`src/jet_pkg.sv`:
```
`timescale 1ns / 1ps
// Shared types and constants of the escape-time block.
// No dependencies; every other file but jet_checker imports this package.
package jet_pkg;

	localparam int DATA_W = 32;
	localparam int FRAC_W = 28;
	localparam int PROD_W = 64;
	localparam int LIM_W  = 11;
	localparam int EXP_W  = 4;
	localparam int IDX_W  = 12;
	localparam int STEP_W = 31;
	localparam int ADDR_W = 5;
	localparam int JCNT_W = 5;

	// |z|^2 bound of 4 in Q8.56
	localparam logic [PROD_W-1:0] RADIUS_SQ = 64'h0400_0000_0000_0000;
	localparam logic [JCNT_W-1:0] MIN_POWER = 5'd2;

	localparam logic [LIM_W-1:0]  RST_LIMIT = 11'd50;
	localparam logic [EXP_W-1:0]  RST_EXP   = 4'd2;
	localparam logic [STEP_W-1:0] RST_STEP  = 31'd2684355;

	localparam logic [2:0] REG_LIMIT    = 3'd0;
	localparam logic [2:0] REG_EXPONENT = 3'd1;
	localparam logic [2:0] REG_CONST_RE = 3'd2;
	localparam logic [2:0] REG_CONST_IM = 3'd3;
	localparam logic [2:0] REG_ORIGIN_X = 3'd4;
	localparam logic [2:0] REG_ORIGIN_Y = 3'd5;
	localparam logic [2:0] REG_STEP     = 3'd6;

	typedef enum logic [2:0] {
		MUL_COL_STEP,
		MUL_ROW_STEP,
		MUL_RR,
		MUL_II,
		MUL_PR_ZR,
		MUL_PI_ZI,
		MUL_PR_ZI,
		MUL_PI_ZR
	} jet_mul_sel_t;

	typedef struct packed {
		jet_mul_sel_t mul_sel;
		logic         cap;
		logic         zr_start;
		logic         zi_start;
		logic         acc_ld;
		logic         test;
		logic         p_copy;
		logic         tr_ld;
		logic         p_ld;
		logic         z_upd;
		logic         res_ld;
	} jet_cmd_t;

	typedef struct packed {
		logic in_radius;
		logic at_limit;
	} jet_stat_t;

endpackage

```
`src/julia_escape_time_power_n_top.sv`:
```
`timescale 1ns / 1ps
// Escape-time iteration of z -> z^n + c for one pixel per request, Q4.28 fixed point.
// Input channel: in_valid/in_ready with pixel_col, pixel_row. Output channel:
// out_valid/out_ready with escape_index, escaped, final_re, final_im.
// Registers sit behind an APB-style port (4-byte stride, pready tied high);
// write them only while no request is in flight.
// One request at a time. With effective power n, each update of z runs the escape
// test (S_TS0 to S_TS2), (n-1) complex products (S_M0 to S_M4 each) on the single
// shared 32x32 multiplier, and S_UPD to add c. The next request can be taken as
// soon as the result is valid.
// A finished result waits in the output register; the next request is accepted
// and worked on meanwhile, and its own result holds in the sequencer until the
// receiver takes the pending one.
// Reset restores the register defaults and empties the output register.
// Depends on jet_pkg, jet_regs, jet_ctrl and jet_dp.
module julia_escape_time_power_n_top import jet_pkg::*; #(
	parameter int LIMIT_MAX  = 1024,
	parameter int MAX_POWER  = 8,
	parameter int COORD_BITS = 12
) (
	input  logic                     clk,
	input  logic                     arst_n,
	input  logic                     psel,
	input  logic                     penable,
	input  logic                     pwrite,
	input  logic [ADDR_W-1:0]        paddr,
	input  logic [DATA_W-1:0]        pwdata,
	output logic [DATA_W-1:0]        prdata,
	output logic                     pready,
	input  logic                     in_valid,
	output logic                     in_ready,
	input  logic [COORD_BITS-1:0]    pixel_col,
	input  logic [COORD_BITS-1:0]    pixel_row,
	output logic                     out_valid,
	input  logic                     out_ready,
	output logic signed [IDX_W-1:0]  escape_index,
	output logic                     escaped,
	output logic signed [DATA_W-1:0] final_re,
	output logic signed [DATA_W-1:0] final_im
);

	logic [LIM_W-1:0]         iteration_limit;
	logic [EXP_W-1:0]         exponent;
	logic signed [DATA_W-1:0] const_re, const_im, origin_x, origin_y;
	logic [STEP_W-1:0]        pixel_step;
	jet_cmd_t                 cmd;
	jet_stat_t                stat;

	jet_regs u_regs (
		.clk             (clk),
		.arst_n          (arst_n),
		.psel            (psel),
		.penable         (penable),
		.pwrite          (pwrite),
		.paddr           (paddr),
		.pwdata          (pwdata),
		.prdata          (prdata),
		.pready          (pready),
		.iteration_limit (iteration_limit),
		.exponent        (exponent),
		.const_re        (const_re),
		.const_im        (const_im),
		.origin_x        (origin_x),
		.origin_y        (origin_y),
		.pixel_step      (pixel_step)
	);

	jet_ctrl #(
		.MAX_POWER (MAX_POWER)
	) u_ctrl (
		.clk       (clk),
		.arst_n    (arst_n),
		.exponent  (exponent),
		.in_valid  (in_valid),
		.in_ready  (in_ready),
		.out_valid (out_valid),
		.out_ready (out_ready),
		.stat      (stat),
		.cmd       (cmd)
	);

	jet_dp #(
		.COORD_BITS (COORD_BITS),
		.LIMIT_MAX  (LIMIT_MAX)
	) u_dp (
		.clk             (clk),
		.cmd             (cmd),
		.stat            (stat),
		.pixel_col       (pixel_col),
		.pixel_row       (pixel_row),
		.iteration_limit (iteration_limit),
		.const_re        (const_re),
		.const_im        (const_im),
		.origin_x        (origin_x),
		.origin_y        (origin_y),
		.pixel_step      (pixel_step),
		.escape_index    (escape_index),
		.escaped         (escaped),
		.final_re        (final_re),
		.final_im        (final_im)
	);

endmodule

```
`src/jet_regs.sv`:
```
`timescale 1ns / 1ps
// Configuration register file behind the APB-style port.
// Depends on jet_pkg for widths, reset values and register indexes.
module jet_regs import jet_pkg::*; (
	input  logic                     clk,
	input  logic                     arst_n,
	input  logic                     psel,
	input  logic                     penable,
	input  logic                     pwrite,
	input  logic [ADDR_W-1:0]        paddr,
	input  logic [DATA_W-1:0]        pwdata,
	output logic [DATA_W-1:0]        prdata,
	output logic                     pready,
	output logic [LIM_W-1:0]         iteration_limit,
	output logic [EXP_W-1:0]         exponent,
	output logic signed [DATA_W-1:0] const_re,
	output logic signed [DATA_W-1:0] const_im,
	output logic signed [DATA_W-1:0] origin_x,
	output logic signed [DATA_W-1:0] origin_y,
	output logic [STEP_W-1:0]        pixel_step
);

	logic       wr_en;
	logic [2:0] reg_idx;

	assign pready  = 1'b1;
	assign wr_en   = psel & penable & pwrite;
	assign reg_idx = paddr[ADDR_W-1:2];

	always_ff @(posedge clk or negedge arst_n) begin
		if (!arst_n) begin
			iteration_limit <= RST_LIMIT;
			exponent        <= RST_EXP;
			const_re        <= '0;
			const_im        <= '0;
			origin_x        <= '0;
			origin_y        <= '0;
			pixel_step      <= RST_STEP;
		end else if (wr_en) begin
			unique case (reg_idx)
				REG_LIMIT:    iteration_limit <= pwdata[LIM_W-1:0];
				REG_EXPONENT: exponent        <= pwdata[EXP_W-1:0];
				REG_CONST_RE: const_re        <= pwdata;
				REG_CONST_IM: const_im        <= pwdata;
				REG_ORIGIN_X: origin_x        <= pwdata;
				REG_ORIGIN_Y: origin_y        <= pwdata;
				REG_STEP:     pixel_step      <= pwdata[STEP_W-1:0];
				default: ;
			endcase
		end
	end

	always_comb begin
		unique case (reg_idx)
			REG_LIMIT:    prdata = DATA_W'(iteration_limit);
			REG_EXPONENT: prdata = DATA_W'(exponent);
			REG_CONST_RE: prdata = const_re;
			REG_CONST_IM: prdata = const_im;
			REG_ORIGIN_X: prdata = origin_x;
			REG_ORIGIN_Y: prdata = origin_y;
			REG_STEP:     prdata = DATA_W'(pixel_step);
			default:      prdata = '0;
		endcase
	end

endmodule

```
`src/jet_dp.sv`:
```
`timescale 1ns / 1ps
// Datapath: shared 32x32 multiplier, accumulator, z and partial-power registers,
// iteration counter and result register. Depends on jet_pkg; driven by jet_ctrl.
module jet_dp import jet_pkg::*; #(
	parameter int COORD_BITS = 12,
	parameter int LIMIT_MAX  = 1024
) (
	input  logic                     clk,
	input  jet_cmd_t                 cmd,
	output jet_stat_t                stat,
	input  logic [COORD_BITS-1:0]    pixel_col,
	input  logic [COORD_BITS-1:0]    pixel_row,
	input  logic [LIM_W-1:0]         iteration_limit,
	input  logic signed [DATA_W-1:0] const_re,
	input  logic signed [DATA_W-1:0] const_im,
	input  logic signed [DATA_W-1:0] origin_x,
	input  logic signed [DATA_W-1:0] origin_y,
	input  logic [STEP_W-1:0]        pixel_step,
	output logic signed [IDX_W-1:0]  escape_index,
	output logic                     escaped,
	output logic signed [DATA_W-1:0] final_re,
	output logic signed [DATA_W-1:0] final_im
);

	localparam logic [16:0] LIMIT_MAX_W = 17'(LIMIT_MAX);

	logic [COORD_BITS-1:0]    col_q, row_q;
	logic signed [DATA_W-1:0] mul_a, mul_b;
	logic signed [PROD_W-1:0] mul_c;
	logic [PROD_W-1:0]        prod_s1;
	logic [PROD_W-1:0]        acc_q;
	logic [PROD_W-1:0]        sum_c, diff_c;
	logic [DATA_W-1:0]        zr_q, zi_q, pr_q, pi_q, tr_q;
	logic [LIM_W-1:0]         cnt_q, lim_eff;
	logic                     in_radius_q;

	assign lim_eff = ({6'd0, iteration_limit} > LIMIT_MAX_W) ? LIMIT_MAX_W[LIM_W-1:0]
		: iteration_limit;

	always_comb begin
		unique case (cmd.mul_sel)
			MUL_COL_STEP: begin
				mul_a = signed'(DATA_W'(col_q));
				mul_b = signed'({1'b0, pixel_step});
			end
			MUL_ROW_STEP: begin
				mul_a = signed'(DATA_W'(row_q));
				mul_b = signed'({1'b0, pixel_step});
			end
			MUL_RR: begin
				mul_a = signed'(zr_q);
				mul_b = signed'(zr_q);
			end
			MUL_II: begin
				mul_a = signed'(zi_q);
				mul_b = signed'(zi_q);
			end
			MUL_PR_ZR: begin
				mul_a = signed'(pr_q);
				mul_b = signed'(zr_q);
			end
			MUL_PI_ZI: begin
				mul_a = signed'(pi_q);
				mul_b = signed'(zi_q);
			end
			MUL_PR_ZI: begin
				mul_a = signed'(pr_q);
				mul_b = signed'(zi_q);
			end
			MUL_PI_ZR: begin
				mul_a = signed'(pi_q);
				mul_b = signed'(zr_q);
			end
			default: begin
				mul_a = '0;
				mul_b = '0;
			end
		endcase
	end

	assign mul_c  = mul_a * mul_b;
	assign sum_c  = acc_q + prod_s1;
	assign diff_c = acc_q - prod_s1;

	assign stat.in_radius = sum_c < RADIUS_SQ;
	assign stat.at_limit  = cnt_q == lim_eff;

	always_ff @(posedge clk) begin
		prod_s1 <= unsigned'(mul_c);
		if (cmd.cap) begin
			col_q <= pixel_col;
			row_q <= pixel_row;
		end
		if (cmd.acc_ld)
			acc_q <= prod_s1;
		if (cmd.zr_start)
			zr_q <= prod_s1[DATA_W-1:0] + origin_x;
		if (cmd.zi_start) begin
			zi_q  <= prod_s1[DATA_W-1:0] + origin_y;
			cnt_q <= '0;
		end
		if (cmd.test)
			in_radius_q <= stat.in_radius;
		if (cmd.p_copy) begin
			pr_q <= zr_q;
			pi_q <= zi_q;
		end
		// real part: truncate Q8.56 to Q4.28 and wrap
		if (cmd.tr_ld)
			tr_q <= diff_c[FRAC_W+DATA_W-1:FRAC_W];
		if (cmd.p_ld) begin
			pr_q <= tr_q;
			pi_q <= sum_c[FRAC_W+DATA_W-1:FRAC_W];
		end
		if (cmd.z_upd) begin
			zr_q  <= pr_q + const_re;
			zi_q  <= pi_q + const_im;
			cnt_q <= cnt_q + 1'b1;
		end
		if (cmd.res_ld) begin
			escaped      <= ~in_radius_q;
			escape_index <= in_radius_q ? signed'({1'b0, lim_eff})
				: signed'({1'b0, cnt_q} - 12'd1);
			final_re     <= zr_q;
			final_im     <= zi_q;
		end
	end

endmodule

```
`src/jet_ctrl.sv`:
```
`timescale 1ns / 1ps
// Sequencer: walks start mapping, escape test and the complex-multiply chain,
// and owns both handshakes. Depends on jet_pkg; commands jet_dp.
module jet_ctrl import jet_pkg::*; #(
	parameter int MAX_POWER = 8
) (
	input  logic             clk,
	input  logic             arst_n,
	input  logic [EXP_W-1:0] exponent,
	input  logic             in_valid,
	output logic             in_ready,
	output logic             out_valid,
	input  logic             out_ready,
	input  jet_stat_t        stat,
	output jet_cmd_t         cmd
);

	localparam logic [JCNT_W-1:0] MAX_N = JCNT_W'(MAX_POWER);

	localparam logic [3:0] S_IDLE = 4'd0;
	localparam logic [3:0] S_ST0  = 4'd1;
	localparam logic [3:0] S_ST1  = 4'd2;
	localparam logic [3:0] S_ST2  = 4'd3;
	localparam logic [3:0] S_TS0  = 4'd4;
	localparam logic [3:0] S_TS1  = 4'd5;
	localparam logic [3:0] S_TS2  = 4'd6;
	localparam logic [3:0] S_M0   = 4'd7;
	localparam logic [3:0] S_M1   = 4'd8;
	localparam logic [3:0] S_M2   = 4'd9;
	localparam logic [3:0] S_M3   = 4'd10;
	localparam logic [3:0] S_M4   = 4'd11;
	localparam logic [3:0] S_UPD  = 4'd12;
	localparam logic [3:0] S_FIN  = 4'd13;

	logic [3:0]        state_q, state_d;
	logic [JCNT_W-1:0] j_q, j_d, n_eff, exp_w;
	logic              out_valid_q;
	logic              out_free;

	assign exp_w = JCNT_W'(exponent);
	assign n_eff = (exp_w < MIN_POWER) ? MIN_POWER : ((exp_w > MAX_N) ? MAX_N : exp_w);

	assign in_ready  = state_q == S_IDLE;
	assign out_valid = out_valid_q;
	assign out_free  = ~out_valid_q | out_ready;

	always_comb begin
		state_d     = state_q;
		j_d         = j_q;
		cmd         = '0;
		cmd.mul_sel = MUL_RR;
		unique case (state_q)
			S_IDLE: begin
				cmd.cap = in_valid;
				if (in_valid)
					state_d = S_ST0;
			end
			S_ST0: begin
				cmd.mul_sel = MUL_COL_STEP;
				state_d     = S_ST1;
			end
			S_ST1: begin
				cmd.mul_sel  = MUL_ROW_STEP;
				cmd.zr_start = 1'b1;
				state_d      = S_ST2;
			end
			S_ST2: begin
				cmd.zi_start = 1'b1;
				state_d      = S_TS0;
			end
			S_TS0: begin
				cmd.mul_sel = MUL_RR;
				state_d     = S_TS1;
			end
			S_TS1: begin
				cmd.mul_sel = MUL_II;
				cmd.acc_ld  = 1'b1;
				state_d     = S_TS2;
			end
			S_TS2: begin
				cmd.test = 1'b1;
				// stop on escape or when the update budget is spent
				if (!stat.in_radius || stat.at_limit) begin
					state_d = S_FIN;
				end else begin
					cmd.p_copy = 1'b1;
					j_d        = 5'd1;
					state_d    = S_M0;
				end
			end
			S_M0: begin
				cmd.mul_sel = MUL_PR_ZR;
				state_d     = S_M1;
			end
			S_M1: begin
				cmd.mul_sel = MUL_PI_ZI;
				cmd.acc_ld  = 1'b1;
				state_d     = S_M2;
			end
			S_M2: begin
				cmd.mul_sel = MUL_PR_ZI;
				cmd.tr_ld   = 1'b1;
				state_d     = S_M3;
			end
			S_M3: begin
				cmd.mul_sel = MUL_PI_ZR;
				cmd.acc_ld  = 1'b1;
				state_d     = S_M4;
			end
			S_M4: begin
				cmd.p_ld = 1'b1;
				if ((j_q + 5'd1) < n_eff) begin
					j_d     = j_q + 5'd1;
					state_d = S_M0;
				end else begin
					state_d = S_UPD;
				end
			end
			S_UPD: begin
				cmd.z_upd = 1'b1;
				state_d   = S_TS0;
			end
			S_FIN: begin
				// hold until the output register is free
				if (out_free) begin
					cmd.res_ld = 1'b1;
					state_d    = S_IDLE;
				end
			end
			default: state_d = S_IDLE;
		endcase
	end

	always_ff @(posedge clk or negedge arst_n) begin
		if (!arst_n) begin
			state_q     <= S_IDLE;
			j_q         <= '0;
			out_valid_q <= 1'b0;
		end else begin
			state_q <= state_d;
			j_q     <= j_d;
			if (cmd.res_ld)
				out_valid_q <= 1'b1;
			else if (out_ready)
				out_valid_q <= 1'b0;
		end
	end

endmodule

```
`config.mk`:
```
export PLATFORM = sky130hd
export DESIGN_NAME = julia_escape_time_power_n_top
export DESIGN_NICKNAME = d
export VERILOG_FILES = /design/src/jet_pkg.sv /design/src/julia_escape_time_power_n_top.sv /design/src/jet_regs.sv /design/src/jet_dp.sv /design/src/jet_ctrl.sv
export SDC_FILE = /design/constraint.sdc
export NUM_CORES = 2
export LEC_CHECK = 0
export ABC_AREA = 1
export BUFFER_PORTS_ARGS = -buffer_cell sky130_fd_sc_hd__buf_2
export CAP_MARGIN = 25
export CORE_MARGIN = 3
export CORE_UTILIZATION = 59
export DETAILED_ROUTE_END_ITERATION = 10
export PLACE_DENSITY = 0.79
export SLEW_MARGIN = 10
export SYNTH_ARGS = -nofsm -noshare
export SYNTH_HDL_FRONTEND = slang
export SYNTH_SLANG_ARGS = --single-unit
```
`constraint.sdc`:
```
create_clock -name clk -period 9.6 [get_ports clk]
set_input_delay 0.48 -clock clk [delete_from_list [all_inputs] [get_ports clk]]
set_output_delay 0.48 -clock clk [all_outputs]
set_load 0.02 [all_outputs]
```
==> metrics <==
routability cong.=1.079; crit path DAT=9900 ps; total core area=0.1244 sq mm; Syn-to-layout area delta=10.15%; Worst Setup EP=u_dp.prod_s1[41]; vias=65.83k; Worst EP required=10130 ps; setup ws final=233.6 ps; warnings from Yosys=0; largest net degree at the start of global routing=81; max cap viols=0; fin crit share=0.9757; Hold Path Class=input port to register; TritonCTS clock tree=yes; initial antenna violation count=12; vias in the first global route=67.06k; RR Startpoint=u_ctrl.state_q[0]; total track usage=0.4348; Relative slew margins=0.2343; min Tclk post-route=9366 ps; Max Buffers Root-to-Sink=3; Worst-Skew Late Latency=670 ps; share of the yosys chip area belonging to registers=0.2155; antenna viol nets, final=0; cell mode on critical path=fa_1; crit path launch type=register; Netlist cell types=72; Routed WL=283400 um; Post-Synthesis Cells=9084; Starting Density=0.5976; Post-Syn Nets=10.67k; Final Hold Fails=0; Synth Register Bits=585; H-tree depth=3; Detailed Routing Iterations Pass 1=6; first-pass GRT wire length=417700 um; grt ovf=0; Final setup viols=0; Post-Synthesis Mean Instance Area=8.187 sq um; crit end category=register; die area=0.1304 sq mm; I/O pin count=180; CP startpoint=u_ctrl.state_q[0]; largest stage delay on the critical path=560 ps; Max Freq=106.8 MHz; # port buffers=176; Worst Max-Slew Pin Slew=1144 ps; TritonCTS Buffers=70; row count=129; Synth Flop Type=edfxtp_1; clock sink total=585; CP max-delay cell=fa_1; pre-CTS setup slack=-124.6 ps; Final Max Tran Viols=0; Routed WL per cell=25.42 um; reg2reg setup slack=230 ps; CP Class=register to register; die height=361.0 um; reg2reg path depth=38; Clock transition at path regs=60 ps; Async S/R FF share, synth=0.3145; Post-synth EDFFs=337; Detailed Route Iter0 Violations=7116; clk_skew=30.64 ps; r2r endpoint=u_dp.prod_s1[41]; Vias/cell=5.904; # DRC=0; Post-Syn Area=0.07437 sq mm; nets@finish=11.03k; status=complete, no violations; chip width=361.0 um; CTS root buffer=clkbuf_16; Worst Path Max Fanout=14; hpwl dp=237600 um; share of cells above drive strength 1=0.09369
## worst min-delay path by stage
stage | from | cells past startpoint | end | slack (ps)
finish | pixel_row[10] | 1 | u_dp.row_q[10] | 30
global route | pixel_row[10] | 1 | u_dp.row_q[10] | 20
floorplan | arst_n | 0 | u_ctrl.j_q[0] | 180
detailed placement | u_dp.zi_q[29] | 0 | u_dp.final_im[29] | 440
global placement | u_dp.prod_s1[59] | 0 | u_dp.acc_q[59] | 440
CTS | pixel_row[10] | 1 | u_dp.row_q[10] | 4
## kinds of logic (layout without fill, tap and decap cells)
kind of cell | count (synthesis) | in the layout | share of synthesized area
and+or+nand+nor | 3025 | 3025 | 0.1630
buffers and inverters | 2374 | 2789 | 0.1238
adders and majority gates | 1520 | 1520 | 0.3653
AOI/OAI and AO/OA | 1417 | 1417 | 0.1132
DFF | 585 | 585 | 0.2155
xor gates and xnor gates | 160 | 160 | 0.01884
muxes | 2 | 2 | 0.0002692
other | 1 | 14 | 0.00005042
## registers in the layout (all words and copies together) (netlist names), 31 cells and up
name               flops
u_regs.origin_x       32
u_regs.pixel_step     31
u_regs.const_re       32
u_dp.pr_q             32
u_regs.origin_y       32
u_dp.acc_q            64
u_dp.prod_s1          64
u_dp.pi_q             32
u_dp.tr_q             32
u_dp.zi_q             32
u_dp.final_re         32
u_dp.zr_q             32
u_regs.const_im       32
u_dp.final_im         32
## stage by stage
| step | utilization | hold WS (ps) | TNS, ps | area, sq um | instances |
|---|---|---|---|---|---|
| 2_1_floorplan | - | 184.4 | 0 | 74370 | 9084 |
| 3_3_place_gp | 0.6343 | 441.7 | -71.20 | 78940 | 10970 |
| 6_report | 0.6583 | 30.95 | 0 | 81920 | 11150 |
| 4_1_cts | 0.6551 | 4.345 | 0 | 81520 | 11120 |
| 5_1_grt | 0.6580 | 17.77 | -55.81 | 81890 | 11140 |
| 3_5_place_dp | 0.6347 | 440.6 | -370.7 | 78990 | 10970 |
## cell usage after synthesis, types with 64 or more instances
master,n,area share
a21oi_1,492,0.033
buf_2,128,0.0086
clkbuf_1,122,0.0062
dfrtp_1,168,0.057
dfxtp_1,64,0.017
edfxtp_1,337,0.14
fa_1,1086,0.29
ha_1,434,0.073
inv_1,2031,0.10
nand2_1,1857,0.094
nand3_1,173,0.012
nor2_1,807,0.041
o21ai_0,540,0.036
xor2_1,118,0.014
## final cells by class
| class | instances | area, sq um |
|---|---|---|
| Clock buffer | 89 | 1938 |
| Antenna cell | 13 | 32.53 |
| Tap cell | 1637 | 2048 |
| Fill cell | 10630 | 42520 |
| Inverter | 2092 | 7946 |
| Multi-Input combinational cell | 6125 | 49360 |
| Clock inverter | 39 | 367.9 |
| Timing Repair Buffer | 569 | 4199 |
| Sequential cell | 585 | 16030 |
## worst max-delay path, delay by kind of cell, from the launching register on
| kind | cells | cell delay, ps |
|---|---|---|
| simple gates | 10 | 1580 |
| fa+ha+maj | 9 | 3770 |
| buf+inv | 11 | 1350 |
| flops | 1 | 440 |
| xor+xnor | 1 | 150 |
| compound gates | 7 | 1910 |
## per-layer routing
| layer | GRT usage | vias to the layer above | routed length (um) |
|---|---|---|---|
| met4 | 0.2900 | 8 | 23000 |
| met2 | 0.6689 | 3828 | 125300 |
| met1 | 0.5438 | 32310 | 100900 |
| met3 | 0.1134 | 940 | 34250 |
| li1 | - | 28740 | - |
| met5 | 0 | - | 55 |
## cells in the final DEF (no fill, tap or decap), types with 24 or more instances in the layout
master,n
xnor2_1,42
dfrtp_1,167
inv_2,34
nor4_1,27
nand3_1,171
a21oi_1,487
nor3_1,46
xor2_1,118
dfxtp_1,64
o22ai_1,55
fa_1,1085
a21o_1,38
ha_1,433
nor2_1,795
buf_4,340
o21bai_1,45
clkbuf_16,74
buf_2,175
inv_4,24
edfxtp_1,337
o21ai_0,533
a31oi_1,41
nand2_1,1850
nand4_1,38
inv_1,2024
a221oi_1,43
## timing repair
action / in CTS / in global routing
pin swaps: 0 / 8
buffers inserted: 0 / 12
setup endpoints to repair: 7 / 32
gates resized for setup: 4 / 93
endpoints found under the hold margin: 90 / 0
hold buffers: 22 / 0
Power is not shown: default switching activity piles up to over one toggle a cycle in this logic, so the estimate is an artifact.
